**config.mk**
```make
export PLATFORM = sky130hd
export DESIGN_NAME = signed_integer_alu_with_power_top
export DESIGN_NICKNAME = d
export VERILOG_FILES = /design/src/hdl/sialu_pkg.sv /design/src/hdl/signed_integer_alu_with_power_top.sv
export SDC_FILE = /design/constraint.sdc
export NUM_CORES = 1
export LEC_CHECK = 0
export ABC_AREA = 0
export BUFFER_PORTS_ARGS = -buffer_cell sky130_fd_sc_hd__buf_2
export CAP_MARGIN = 20
export CELL_PAD_IN_SITES_DETAIL_PLACEMENT = 0
export CELL_PAD_IN_SITES_GLOBAL_PLACEMENT = 2
export CORE_AREA = 2 2 321 164
export DETAILED_ROUTE_END_ITERATION = 8
export DIE_AREA = 0 0 323 166
export MAX_ROUTING_LAYER = met4
export PLACE_DENSITY_LB_ADDON = 0.08
export SYNTH_ARGS = -nofsm -noshare
export SYNTH_HDL_FRONTEND = slang
export SYNTH_SLANG_ARGS = --single-unit
```
**constraint.sdc**
```tcl
create_clock -name clk -period 10.9 [get_ports clk]
set_clock_uncertainty 0.1 [all_clocks]
set_input_delay 2.18 -clock clk [delete_from_list [all_inputs] [get_ports clk]]
set_output_delay 2.18 -clock clk [all_outputs]
set_load 0.005 [all_outputs]
```
**src/hdl/sialu_pkg.sv**
```systemverilog
// shared types and codes for the signed integer alu with power
package sialu_pkg;

    localparam int OP_W     = 3;
    localparam int STATUS_W = 2;

    typedef logic [OP_W-1:0]     op_t;
    typedef logic [STATUS_W-1:0] status_t;

    // operation codes carried in the request tuser
    localparam op_t OP_ADD = 3'd0;
    localparam op_t OP_SUB = 3'd1;
    localparam op_t OP_MUL = 3'd2;
    localparam op_t OP_DIV = 3'd3;
    localparam op_t OP_POW = 3'd4;
    localparam op_t OP_ABS = 3'd5;

    // result status codes
    localparam status_t ST_OK       = 2'd0;
    localparam status_t ST_DIVZERO  = 2'd1;
    localparam status_t ST_OVERFLOW = 2'd2;
    localparam status_t ST_UNKNOWN  = 2'd3;

endpackage

```
**src/hdl/signed_integer_alu_with_power_top.sv**
```systemverilog
// multicycle signed integer alu: add, subtract, multiply, divide, power, absolute
//
//  channel  direction  tdata (low bit up)              tuser (low bit up)
//  s_*      in         operand_a, operand_b, zero pad  req_type
//  m_*      out        main_value, second_value, pad   reciprocal, status
//
//  add, subtract, absolute and the trivial cases go from dispatch straight to finish.
//  multiply and divide run one shift-add or shift-subtract
//  step a cycle through the single shared DATA_WIDTH+1 bit adder.
//  power runs k base multiplies, each one a full multiply; k stops at the
//  first overflow, so it stays below DATA_WIDTH.
//  reset clears the sequencer and the result valid; a new request is taken once the
//  sequencer is idle, while the previous result may still wait on m_tready.
module signed_integer_alu_with_power_top #(
    parameter int DATA_WIDTH = 32
) (
    input  logic                                   clk,
    input  logic                                   rst_n,
    input  logic                                   s_tvalid,
    output logic                                   s_tready,
    // operand_a, operand_b, zero pad
    input  logic [((2*DATA_WIDTH+7)/8)*8-1:0]      s_tdata,
    // req_type
    input  logic [sialu_pkg::OP_W-1:0]             s_tuser,
    output logic                                   m_tvalid,
    input  logic                                   m_tready,
    // main_value, second_value, zero pad
    output logic [((2*DATA_WIDTH+7)/8)*8-1:0]      m_tdata,
    // reciprocal, status
    output logic [sialu_pkg::STATUS_W:0]           m_tuser
);

    localparam int DW      = DATA_WIDTH;
    localparam int TDATA_W = ((2*DATA_WIDTH+7)/8)*8;
    localparam int CNT_W   = $clog2(DATA_WIDTH+1);

    localparam logic [DW-1:0] ONE = DW'(1);

    localparam logic [2:0] ST_IDLE     = 3'd0;
    localparam logic [2:0] ST_DISPATCH = 3'd1;
    localparam logic [2:0] ST_MUL      = 3'd2;
    localparam logic [2:0] ST_DIV      = 3'd3;
    localparam logic [2:0] ST_POW      = 3'd4;
    localparam logic [2:0] ST_FINISH   = 3'd5;

    logic [2:0]           state_reg, state_next;
    logic                 out_valid_reg, out_valid_next;

    logic [DW-1:0]        a_reg, a_next;
    logic [DW-1:0]        b_reg, b_next;
    sialu_pkg::op_t       op_reg, op_next;
    logic [DW:0]          hi_reg, hi_next;
    logic [DW-1:0]        lo_reg, lo_next;
    logic [CNT_W-1:0]     cnt_reg, cnt_next;
    logic [DW-1:0]        exp_reg, exp_next;

    logic [DW-1:0]        res_mag_reg, res_mag_next;
    logic                 res_neg_reg, res_neg_next;
    logic                 res_plain_reg, res_plain_next;
    logic [DW-1:0]        sec_mag_reg, sec_mag_next;
    logic                 sec_neg_reg, sec_neg_next;
    logic                 recip_reg, recip_next;
    sialu_pkg::status_t   status_reg, status_next;

    logic [DW-1:0]        out_main_reg, out_main_next;
    logic [DW-1:0]        out_second_reg, out_second_next;
    logic                 out_recip_reg, out_recip_next;
    sialu_pkg::status_t   out_status_reg, out_status_next;

    // shared adder / subtractor
    logic [DW:0]          add_x, add_y, add_sum;
    logic                 add_sub;

    logic                 a_neg, b_neg;
    logic [DW-1:0]        a_mag, b_mag;
    logic [DW-1:0]        prod_hi, prod_lo;
    logic [DW:0]          div_shift;
    logic                 div_q;

    logic                 main_ok, sec_ok;
    sialu_pkg::status_t   fin_status;
    logic [DW-1:0]        fin_main, fin_second;

    assign add_sum = add_x + (add_y ^ {(DW+1){add_sub}}) + {{DW{1'b0}}, add_sub};

    assign a_neg = a_reg[DW-1];
    assign b_neg = b_reg[DW-1];
    assign a_mag = a_neg ? (~a_reg + ONE) : a_reg;
    assign b_mag = b_neg ? (~b_reg + ONE) : b_reg;

    assign prod_hi   = add_sum[DW:1];
    assign prod_lo   = {add_sum[0], lo_reg[DW-1:1]};
    assign div_shift = {hi_reg[DW-1:0], lo_reg[DW-1]};
    assign div_q     = ~add_sum[DW];

    // sign-magnitude to two's complement, with range checks
    always_comb
    begin
        main_ok = res_plain_reg || (res_mag_reg == '0)
            || (res_neg_reg ? (!res_mag_reg[DW-1] || (res_mag_reg[DW-2:0] == '0))
                            : !res_mag_reg[DW-1]);
        sec_ok  = (sec_mag_reg == '0)
            || (sec_neg_reg ? (!sec_mag_reg[DW-1] || (sec_mag_reg[DW-2:0] == '0))
                            : !sec_mag_reg[DW-1]);
        if (status_reg != sialu_pkg::ST_OK)
            fin_status = status_reg;
        else if (main_ok && sec_ok)
            fin_status = sialu_pkg::ST_OK;
        else
            fin_status = sialu_pkg::ST_OVERFLOW;
        fin_main   = (!res_plain_reg && res_neg_reg) ? (~res_mag_reg + ONE) : res_mag_reg;
        fin_second = sec_neg_reg ? (~sec_mag_reg + ONE) : sec_mag_reg;
        if (fin_status != sialu_pkg::ST_OK)
        begin
            fin_main   = '0;
            fin_second = '0;
        end
    end

    always_comb
    begin
        state_next      = state_reg;
        out_valid_next  = out_valid_reg;
        a_next          = a_reg;
        b_next          = b_reg;
        op_next         = op_reg;
        hi_next         = hi_reg;
        lo_next         = lo_reg;
        cnt_next        = cnt_reg;
        exp_next        = exp_reg;
        res_mag_next    = res_mag_reg;
        res_neg_next    = res_neg_reg;
        res_plain_next  = res_plain_reg;
        sec_mag_next    = sec_mag_reg;
        sec_neg_next    = sec_neg_reg;
        recip_next      = recip_reg;
        status_next     = status_reg;
        out_main_next   = out_main_reg;
        out_second_next = out_second_reg;
        out_recip_next  = out_recip_reg;
        out_status_next = out_status_reg;
        add_x           = '0;
        add_y           = '0;
        add_sub         = 1'b0;

        if (out_valid_reg && m_tready)
            out_valid_next = 1'b0;

        unique case (state_reg)
            ST_IDLE:
            begin
                if (s_tvalid)
                begin
                    a_next     = s_tdata[DW-1:0];
                    b_next     = s_tdata[2*DW-1:DW];
                    op_next    = s_tuser;
                    state_next = ST_DISPATCH;
                end
            end
            ST_DISPATCH:
            begin
                res_mag_next   = '0;
                res_neg_next   = 1'b0;
                res_plain_next = 1'b0;
                sec_mag_next   = '0;
                sec_neg_next   = 1'b0;
                recip_next     = 1'b0;
                status_next    = sialu_pkg::ST_OK;
                unique case (op_reg)
                    sialu_pkg::OP_ADD, sialu_pkg::OP_SUB:
                    begin
                        add_x          = {a_reg[DW-1], a_reg};
                        add_y          = {b_reg[DW-1], b_reg};
                        add_sub        = (op_reg == sialu_pkg::OP_SUB);
                        res_mag_next   = add_sum[DW-1:0];
                        res_plain_next = 1'b1;
                        if (add_sum[DW] != add_sum[DW-1])
                            status_next = sialu_pkg::ST_OVERFLOW;
                        state_next = ST_FINISH;
                    end
                    sialu_pkg::OP_MUL:
                    begin
                        hi_next    = '0;
                        lo_next    = b_mag;
                        cnt_next   = CNT_W'(DATA_WIDTH);
                        state_next = ST_MUL;
                    end
                    sialu_pkg::OP_DIV:
                    begin
                        if (b_mag == '0)
                        begin
                            status_next = sialu_pkg::ST_DIVZERO;
                            state_next  = ST_FINISH;
                        end
                        else
                        begin
                            hi_next    = '0;
                            lo_next    = a_mag;
                            cnt_next   = CNT_W'(DATA_WIDTH);
                            state_next = ST_DIV;
                        end
                    end
                    sialu_pkg::OP_POW:
                    begin
                        if (b_mag == '0)
                        begin
                            res_mag_next = ONE;
                            state_next   = ST_FINISH;
                        end
                        else if ((a_mag == '0) && b_neg)
                        begin
                            status_next = sialu_pkg::ST_DIVZERO;
                            state_next  = ST_FINISH;
                        end
                        else
                        begin
                            // a base of 0 or 1 needs no multiplies
                            lo_next    = a_mag;
                            exp_next   = (a_mag[DW-1:1] == '0) ? ONE : b_mag;
                            state_next = ST_POW;
                        end
                    end
                    sialu_pkg::OP_ABS:
                    begin
                        res_mag_next = a_mag;
                        sec_mag_next = b_mag;
                        state_next   = ST_FINISH;
                    end
                    default:
                    begin
                        status_next = sialu_pkg::ST_UNKNOWN;
                        state_next  = ST_FINISH;
                    end
                endcase
            end
            ST_MUL:
            begin
                // shift-add, multiplier in lo, multiplicand is |a|
                add_x    = hi_reg;
                add_y    = lo_reg[0] ? {1'b0, a_mag} : '0;
                hi_next  = {1'b0, prod_hi};
                lo_next  = prod_lo;
                cnt_next = cnt_reg - CNT_W'(1);
                if (cnt_reg == CNT_W'(1))
                begin
                    if (op_reg == sialu_pkg::OP_POW)
                    begin
                        // running power may reach the top magnitude, never pass it
                        if ((prod_hi != '0) || (prod_lo[DW-1] && (prod_lo[DW-2:0] != '0)))
                        begin
                            status_next = sialu_pkg::ST_OVERFLOW;
                            state_next  = ST_FINISH;
                        end
                        else
                        begin
                            exp_next   = exp_reg - ONE;
                            state_next = ST_POW;
                        end
                    end
                    else
                    begin
                        res_mag_next = prod_lo;
                        res_neg_next = a_neg ^ b_neg;
                        if (prod_hi != '0)
                            status_next = sialu_pkg::ST_OVERFLOW;
                        state_next = ST_FINISH;
                    end
                end
            end
            ST_DIV:
            begin
                // restoring step, quotient bits shift into lo
                add_x    = div_shift;
                add_y    = {1'b0, b_mag};
                add_sub  = 1'b1;
                hi_next  = div_q ? add_sum : div_shift;
                lo_next  = {lo_reg[DW-2:0], div_q};
                cnt_next = cnt_reg - CNT_W'(1);
                if (cnt_reg == CNT_W'(1))
                begin
                    res_mag_next = {lo_reg[DW-2:0], div_q};
                    res_neg_next = a_neg ^ b_neg;
                    sec_mag_next = div_q ? add_sum[DW-1:0] : div_shift[DW-1:0];
                    sec_neg_next = a_neg;
                    state_next   = ST_FINISH;
                end
            end
            ST_POW:
            begin
                if (exp_reg[DW-1:1] != '0)
                begin
                    hi_next    = '0;
                    cnt_next   = CNT_W'(DATA_WIDTH);
                    state_next = ST_MUL;
                end
                else
                begin
                    res_mag_next = lo_reg;
                    res_neg_next = a_neg & b_reg[0];
                    recip_next   = b_neg;
                    state_next   = ST_FINISH;
                end
            end
            ST_FINISH:
            begin
                if (!out_valid_reg || m_tready)
                begin
                    out_main_next   = fin_main;
                    out_second_next = fin_second;
                    out_recip_next  = (fin_status == sialu_pkg::ST_OK) && recip_reg;
                    out_status_next = fin_status;
                    out_valid_next  = 1'b1;
                    state_next      = ST_IDLE;
                end
            end
            default:
            begin
                state_next = ST_IDLE;
            end
        endcase
    end

    always_ff @(posedge clk or negedge rst_n)
    begin
        if (!rst_n)
        begin
            state_reg     <= ST_IDLE;
            out_valid_reg <= 1'b0;
        end
        else
        begin
            state_reg     <= state_next;
            out_valid_reg <= out_valid_next;
        end
    end

    always_ff @(posedge clk)
    begin
        a_reg          <= a_next;
        b_reg          <= b_next;
        op_reg         <= op_next;
        hi_reg         <= hi_next;
        lo_reg         <= lo_next;
        cnt_reg        <= cnt_next;
        exp_reg        <= exp_next;
        res_mag_reg    <= res_mag_next;
        res_neg_reg    <= res_neg_next;
        res_plain_reg  <= res_plain_next;
        sec_mag_reg    <= sec_mag_next;
        sec_neg_reg    <= sec_neg_next;
        recip_reg      <= recip_next;
        status_reg     <= status_next;
        out_main_reg   <= out_main_next;
        out_second_reg <= out_second_next;
        out_recip_reg  <= out_recip_next;
        out_status_reg <= out_status_next;
    end

    assign s_tready = (state_reg == ST_IDLE);
    assign m_tvalid = out_valid_reg;
    assign m_tdata  = TDATA_W'({out_second_reg, out_main_reg});
    assign m_tuser  = {out_status_reg, out_recip_reg};

    a_accept_dispatch: assert property (@(posedge clk) disable iff (!rst_n)
        s_tvalid && s_tready |=> state_reg == ST_DISPATCH)
        else $error("accepted request did not reach dispatch");

    a_error_zero: assert property (@(posedge clk) disable iff (!rst_n)
        out_valid_reg && (out_status_reg != sialu_pkg::ST_OK)
        |-> (out_main_reg == '0) && (out_second_reg == '0) && !out_recip_reg)
        else $error("error result carries a nonzero payload");

    a_recip_ok: assert property (@(posedge clk) disable iff (!rst_n)
        out_valid_reg && out_recip_reg |-> out_status_reg == sialu_pkg::ST_OK)
        else $error("reciprocal flag set on a failed result");

    a_step_count: assert property (@(posedge clk) disable iff (!rst_n)
        (state_reg == ST_MUL) || (state_reg == ST_DIV) |-> cnt_reg != '0)
        else $error("step counter ran out inside multiply or divide");

    a_result_held: assert property (@(posedge clk) disable iff (!rst_n)
        (state_reg == ST_FINISH) && out_valid_reg && !m_tready |=> state_reg == ST_FINISH)
        else $error("finished result left before the output was free");

endmodule
```
* After elaboration in Yosys (flattened, before gate mapping) *
Index checks and enable logic that the tools add are counted.

storage, ports and cells
  register bits = 311
  input port bits = 71
  output and inout bits = 69
  logic and storage cells = 202

operators by class
  $add $sub $neg = 8
  equality and inequality tests = 31
  mux-type cells = 83
  bitwise operators = 8
  reductions and logical operators = 52

operators by type and width
  operator               number
  $mux 32                22
  $pmux 32 s3            3
  $pmux 33 s3            2
  $mux 33                5
  $pmux 33 s4            1
  $add 32x1->32 const B  4
  $logic_not 32->1       4
  $not 32->32            4
  $pmux 32 s2            2
  $pmux 32 s4            1
  $logic_not 31->1       3
  $pmux 33 s2            1
  $reduce_bool 31->1     2
  $add 33x1->33          1
  $add 33x33->33         1
  $xor 33x33->33         1
  $reduce_bool 32->1     1
  $sub 32x1->32 const B  1
  $ne 2x2->1 const B     12
  $mux 3                 7
  $mux 1                 20
  $pmux 3 s6             1
  $pmux 6 s3             1
  $reduce_and 4->1       4
  other kinds (32)       78

* Logic depth before layout (Yosys ltp) *
  word-level depth = 14
  gate-level depth with buffers = 30
  depth with buffers taken out = 26

* Least setup slack after synthesis *
Ideal clock, no wire load.

  path type = register -> register
  start point = register b_reg[3]
  end point = register exp_reg[0], enable pin
  setup time = 0.466 ns
  data arrival time = 8.547 ns
  data required time = 10.334 ns
  slack = 1.787 ns
  cell stages (with the launch flop) = 28
  buffers on the path = 3
  period minus slack after synthesis = 9.113 ns
  path through = edfxtp_1 -> nor4_1 -> nand4b_1 -> or2_2 -> o31ai_1 -> xor2_1 -> o221ai_1 -> xnor2_1 -> ha_1 -> clkbuf_1 -> a21o_1 -> o21bai_1 -> a21oi_1 -> nor3_1 -> a2111o_1 -> o2111a_1 -> nand3b_1 -> inv_1 -> buf_2 -> buf_1 -> ha_1 -> nand4b_1 -> or3_1 -> nor4_1 -> nand4_1 -> nand4b_1 -> or3_1 -> o21ai_0

between the ends
  word-level cells in the longest chain between the ends = 11
  elaborated cells on any way between the ends = 14
  those cells by class = add/sub (3); eq/ne (2); mux (3); bitwise (2); reduce/logical (4)

RTL lines
  what                            RTL line                                  RTL
  start, declared                 signed_integer_alu_with_power_top.sv:50   logic [DW-1:0] b_reg, b_next;
  start signal, assigned          signed_integer_alu_with_power_top.sv:340  b_reg <= b_next;
  $not 32->32                     signed_integer_alu_with_power_top.sv:89   assign b_mag = b_neg ? (~b_reg + ONE) : b_reg;
  $add 32x1->32                   signed_integer_alu_with_power_top.sv:89
  $mux 32                         signed_integer_alu_with_power_top.sv:89
  $pmux 33 s3                     signed_integer_alu_with_power_top.sv:149  unique case (state_reg)
  $xor 33x33->33                  signed_integer_alu_with_power_top.sv:84   assign add_sum = add_x + (add_y ^ {(DW+1){add_sub}}) + {{DW{1'b0}}, add_sub};
  $add 33x33->33                  signed_integer_alu_with_power_top.sv:84
  $add 33x1->33                   signed_integer_alu_with_power_top.sv:84
  $reduce_bool 32->1              signed_integer_alu_with_power_top.sv:249  if ((prod_hi != '0) || (prod_lo[DW-1] && (prod_lo[DW-2:0] != '0)))
  $logic_or 1x1->1                signed_integer_alu_with_power_top.sv:249
  $ne 2x2->1 (no line)            -
  $reduce_and 7->1 (no line) (*)  -
  end signal, assigned            signed_integer_alu_with_power_top.sv:345  exp_reg <= exp_next;
  end, declared                   signed_integer_alu_with_power_top.sv:55   logic [DW-1:0] exp_reg, exp_next;

Every way passes the cells marked *; elsewhere a longest branch is shown, timed or not.
A chain may end at the register's enable or synchronous reset.

* Final worst setup path *
  start point = register b_reg[4]
  end point = register exp_reg[12], enable pin

The elaborated chain is that of the path after synthesis.

==> flow_metrics.py <==
metrics = {
    "status": {
        "outcome": "complete, but fails checks",
        "violations": "design-rule violations",
    },
    "clocking": {
        "worstSkewPairLatency_ns": 0.61,
        "clock_sinks": 311,
        "numCtsBuffers": 31,
        "cts_hold_buffers": 0,
        "clock_path_buffers": 3,
        "cts_resized": 0,
        "cts.htree.levels": 1,
        "cts_root_buffer": "clkbuf_16",
        "post-cts-setup-buffer-count": 0,
        "cts.clk_slew.worst_paths_ns": 0.07,
        "tritoncts": "built",
    },
    "timing": {
        "rsz0062_at_grt": "false",
        "final_hold_viol_count": 0,
        "totalNegativeSetupSlack_ns": 0,
        "slew_headroom": 0.182,
        "setup_viol": 0,
        "maxSlewViolCount": 0,
        "min_period_ns": 9.80,
        "period_share": 0.899,
        "worstMarginPinSlew_ns": 1.21,
        "max_freq_mhz": 102,
    },
    "floorplan": {
        "die_h_um": 166,
        "rows": 59,
        "coreArea_um2": 51100,
        "die_area_um2": 53600,
        "die_w_um": 323,
        "start_util": 0.394,
        "io_pins": 140,
    },
    "global_routing": {
        "gr-total-overflow": 0,
        "grt.met3_usage": 0.138,
        "antenna_found_initial": 8,
        "busiest_layer": "met1",
        "grtUsageMet2": 0.402,
        "first_global_vias": 16993,
        "use_met1": 0.543,
        "grt_max_degree": 68,
        "grt_first_pass_wirelength_um": 130000,
        "track_usage": 0.347,
    },
    "routing": {
        "drcViolationCount": 29,
        "drtPass1Iterations": 9,
        "drt_iter0_markers": 3283,
        "num_vias": 18666,
        "wl_per_cell_um": 31.4,
        "wirelength_um": 91200,
        "antenna_left": 0,
        "vias_per_cell": 6.42,
    },
    "job": {
        "cap_violations": 0,
    },
    "yosys": {
        "async_flop_share": 0.0129,
        "synth-seq-cells": 311,
        "synth.distinct_cells": 84,
        "synth.avg_cell_area_um2": 9.68,
        "syn_nets": 2195,
        "ys.flop_type": "edfxtp_1",
        "yosysSeqAreaShare": 0.463,
        "netlist_area_um2": 20100,
        "synthTopCellsByArea": "edfxtp_1 46%, xor2_1 5.0%, xnor2_1 4.4%",
        "yosys.area.top_type": "edfxtp_1",
        "synth_cells": 2082,
        "synth_edf_count": 307,
        "yosysTopAreaCellShare": 0.458,
        "ys_warn_count": 0,
    },
    "critical_path": {
        "critical_path_class": "flip-flop to flip-flop",
        "crit_arrival_ns": 9.94,
        "crit_path_end_kind": "flip-flop",
        "crit_path_max_fanout": 38,
        "critPathLaunchType": "flip-flop",
        "ff2ff_setup_slack_ns": 1.10,
        "required_ns": 11.04,
    },
    "placement": {
        "io_buffer_count": 139,
        "hpwl_um": 70200,
        "gp_congestion": 1.02,
    },
    "cells_and_area": {
        "syn_to_final_growth_pct": 13.6,
        "drive_gt1_frac": 0.147,
        "largest_register_ff_count": 33,
        "final_nets": 2293,
        "n_fill_cell": 5012,
    },
    "worst_hold_path": {
        "hold_class": "flip-flop to flip-flop",
    },
}
[layout make-up]
class / count / area (um2) / area share
sequential: 311 / 9320 / 0.407
multi-input combinational: 1565 / 10100 / 0.441
clock inverter: 26 / 348 / 0.0152
clock buffer: 31 / 776 / 0.0339
antenna: 3 / 7.51 / 0.000328
tap: 701 / 877 / 0.0383
timing repair buffer: 208 / 1230 / 0.0539
inverter: 63 / 236 / 0.0103
[metrics by stage]
stage | util | hold slack (ns) | instances | setup slack (ns) | cell area [um2]
floorplan | - | 0.393 | 2082 | 1.79 | 20100
global placement | 0.424 | 0.411 | 2841 | 1.61 | 21700
detailed placement | 0.425 | 0.425 | 2844 | 1.63 | 21700
CTS | 0.447 | 0.448 | 2901 | 1.58 | 22800
global route | 0.448 | 0.488 | 2908 | 0.888 | 22900
finish | 0.448 | 0.440 | 2908 | 1.10 | 22900
[cell families (layout without fill, tap and decap cells)]
| kind of cell | count (synthesis) | count (layout) | share of synthesized area |
|---|---|---|---|
| AND/OR/NAND/NOR | 694 | 694 | 0.168 |
| AO/OA/AOI/OAI | 588 | 588 | 0.195 |
| flip-flops | 311 | 311 | 0.463 |
| XOR/XNOR | 216 | 216 | 0.0939 |
| buffers and inverters | 206 | 328 | 0.0414 |
| adder cells (fa/ha/maj) | 42 | 42 | 0.0265 |
| multiplexers | 25 | 25 | 0.0125 |
| other | 0 | 3 | 0 |
[critical path, cell delays in order (launching register included)]
cell and delay, ns:
edfxtp_1 0.52, nor4_1 0.70, nand4b_1 0.45, nand2_1 0.20, xor2_1 0.87, o22ai_1 0.32
a21oi_1 0.31, xnor2_1 0.45, ha_1 0.49, a21oi_1 0.37, o211ai_1 0.15, a21oi_1 0.53
nor2_1 0.18, o311a_1 0.39, o2111a_1 0.24, nand3b_1 0.15, buf_4 0.28, inv_1 0.13
ha_1 0.15, nand4b_1 0.08, or3_1 0.34, nor4_1 0.17, nand4_1 0.14, nand4b_1 0.50
or3_1 0.60, o21ai_2 0.14, buf_4 0.41
[Yosys cell counts, drive strengths merged, types with 28 or more instances]
cell,count
o21ai,145
xor2,115
edfxtp,307
o22ai,78
a222oi,32
nand2,213
clkbuf,116
ha,41
inv,62
o31ai,32
a21oi,99
nor2,197
nor3,44
nand3,39
nor4,32
xnor2,101
or3,28
[cells in the final DEF (no fill, tap or decap), drive strengths merged, types with 15 or more instances in the layout]
cell    count
o221ai     17
nor2      197
buf       206
ha         41
o21ai     145
or4        17
a222oi     32
o31ai      32
a21oi      99
nand3      39
clkbuf     33
nand4      23
nor3       44
and3       25
edfxtp    307
nand2     213
inv        65
nor4       32
xor2      115
o21a       15
a31oi      23
mux2i      23
or3        28
a22oi      27
o22ai      78
xnor2     101
[worst paths after layout]
check / endpoint / cells after the start / startpoint
worst max-delay path: exp_reg[12] / 26 / b_reg[4]
worst min-delay path: m_tvalid / 2 / m_tvalid
worst max register to register: exp_reg[12] / 26 / b_reg[4]
worst min register to register: m_tvalid / 2 / m_tvalid
max in group asynchronous: state_reg[2] / 1 / rst_n
min in group asynchronous: m_tvalid / 1 / rst_n
[routing by layer]
metal	vias to the layer above	wire [um]
li1	8058	-
met1	9271	43500
met2	1207	32000
met3	130	13500
met4	0	2210
met5	-	0
Power is left out: the tool's default activity adds up to more than one toggle a clock period on the data nets, which glitch-free logic cannot reach.
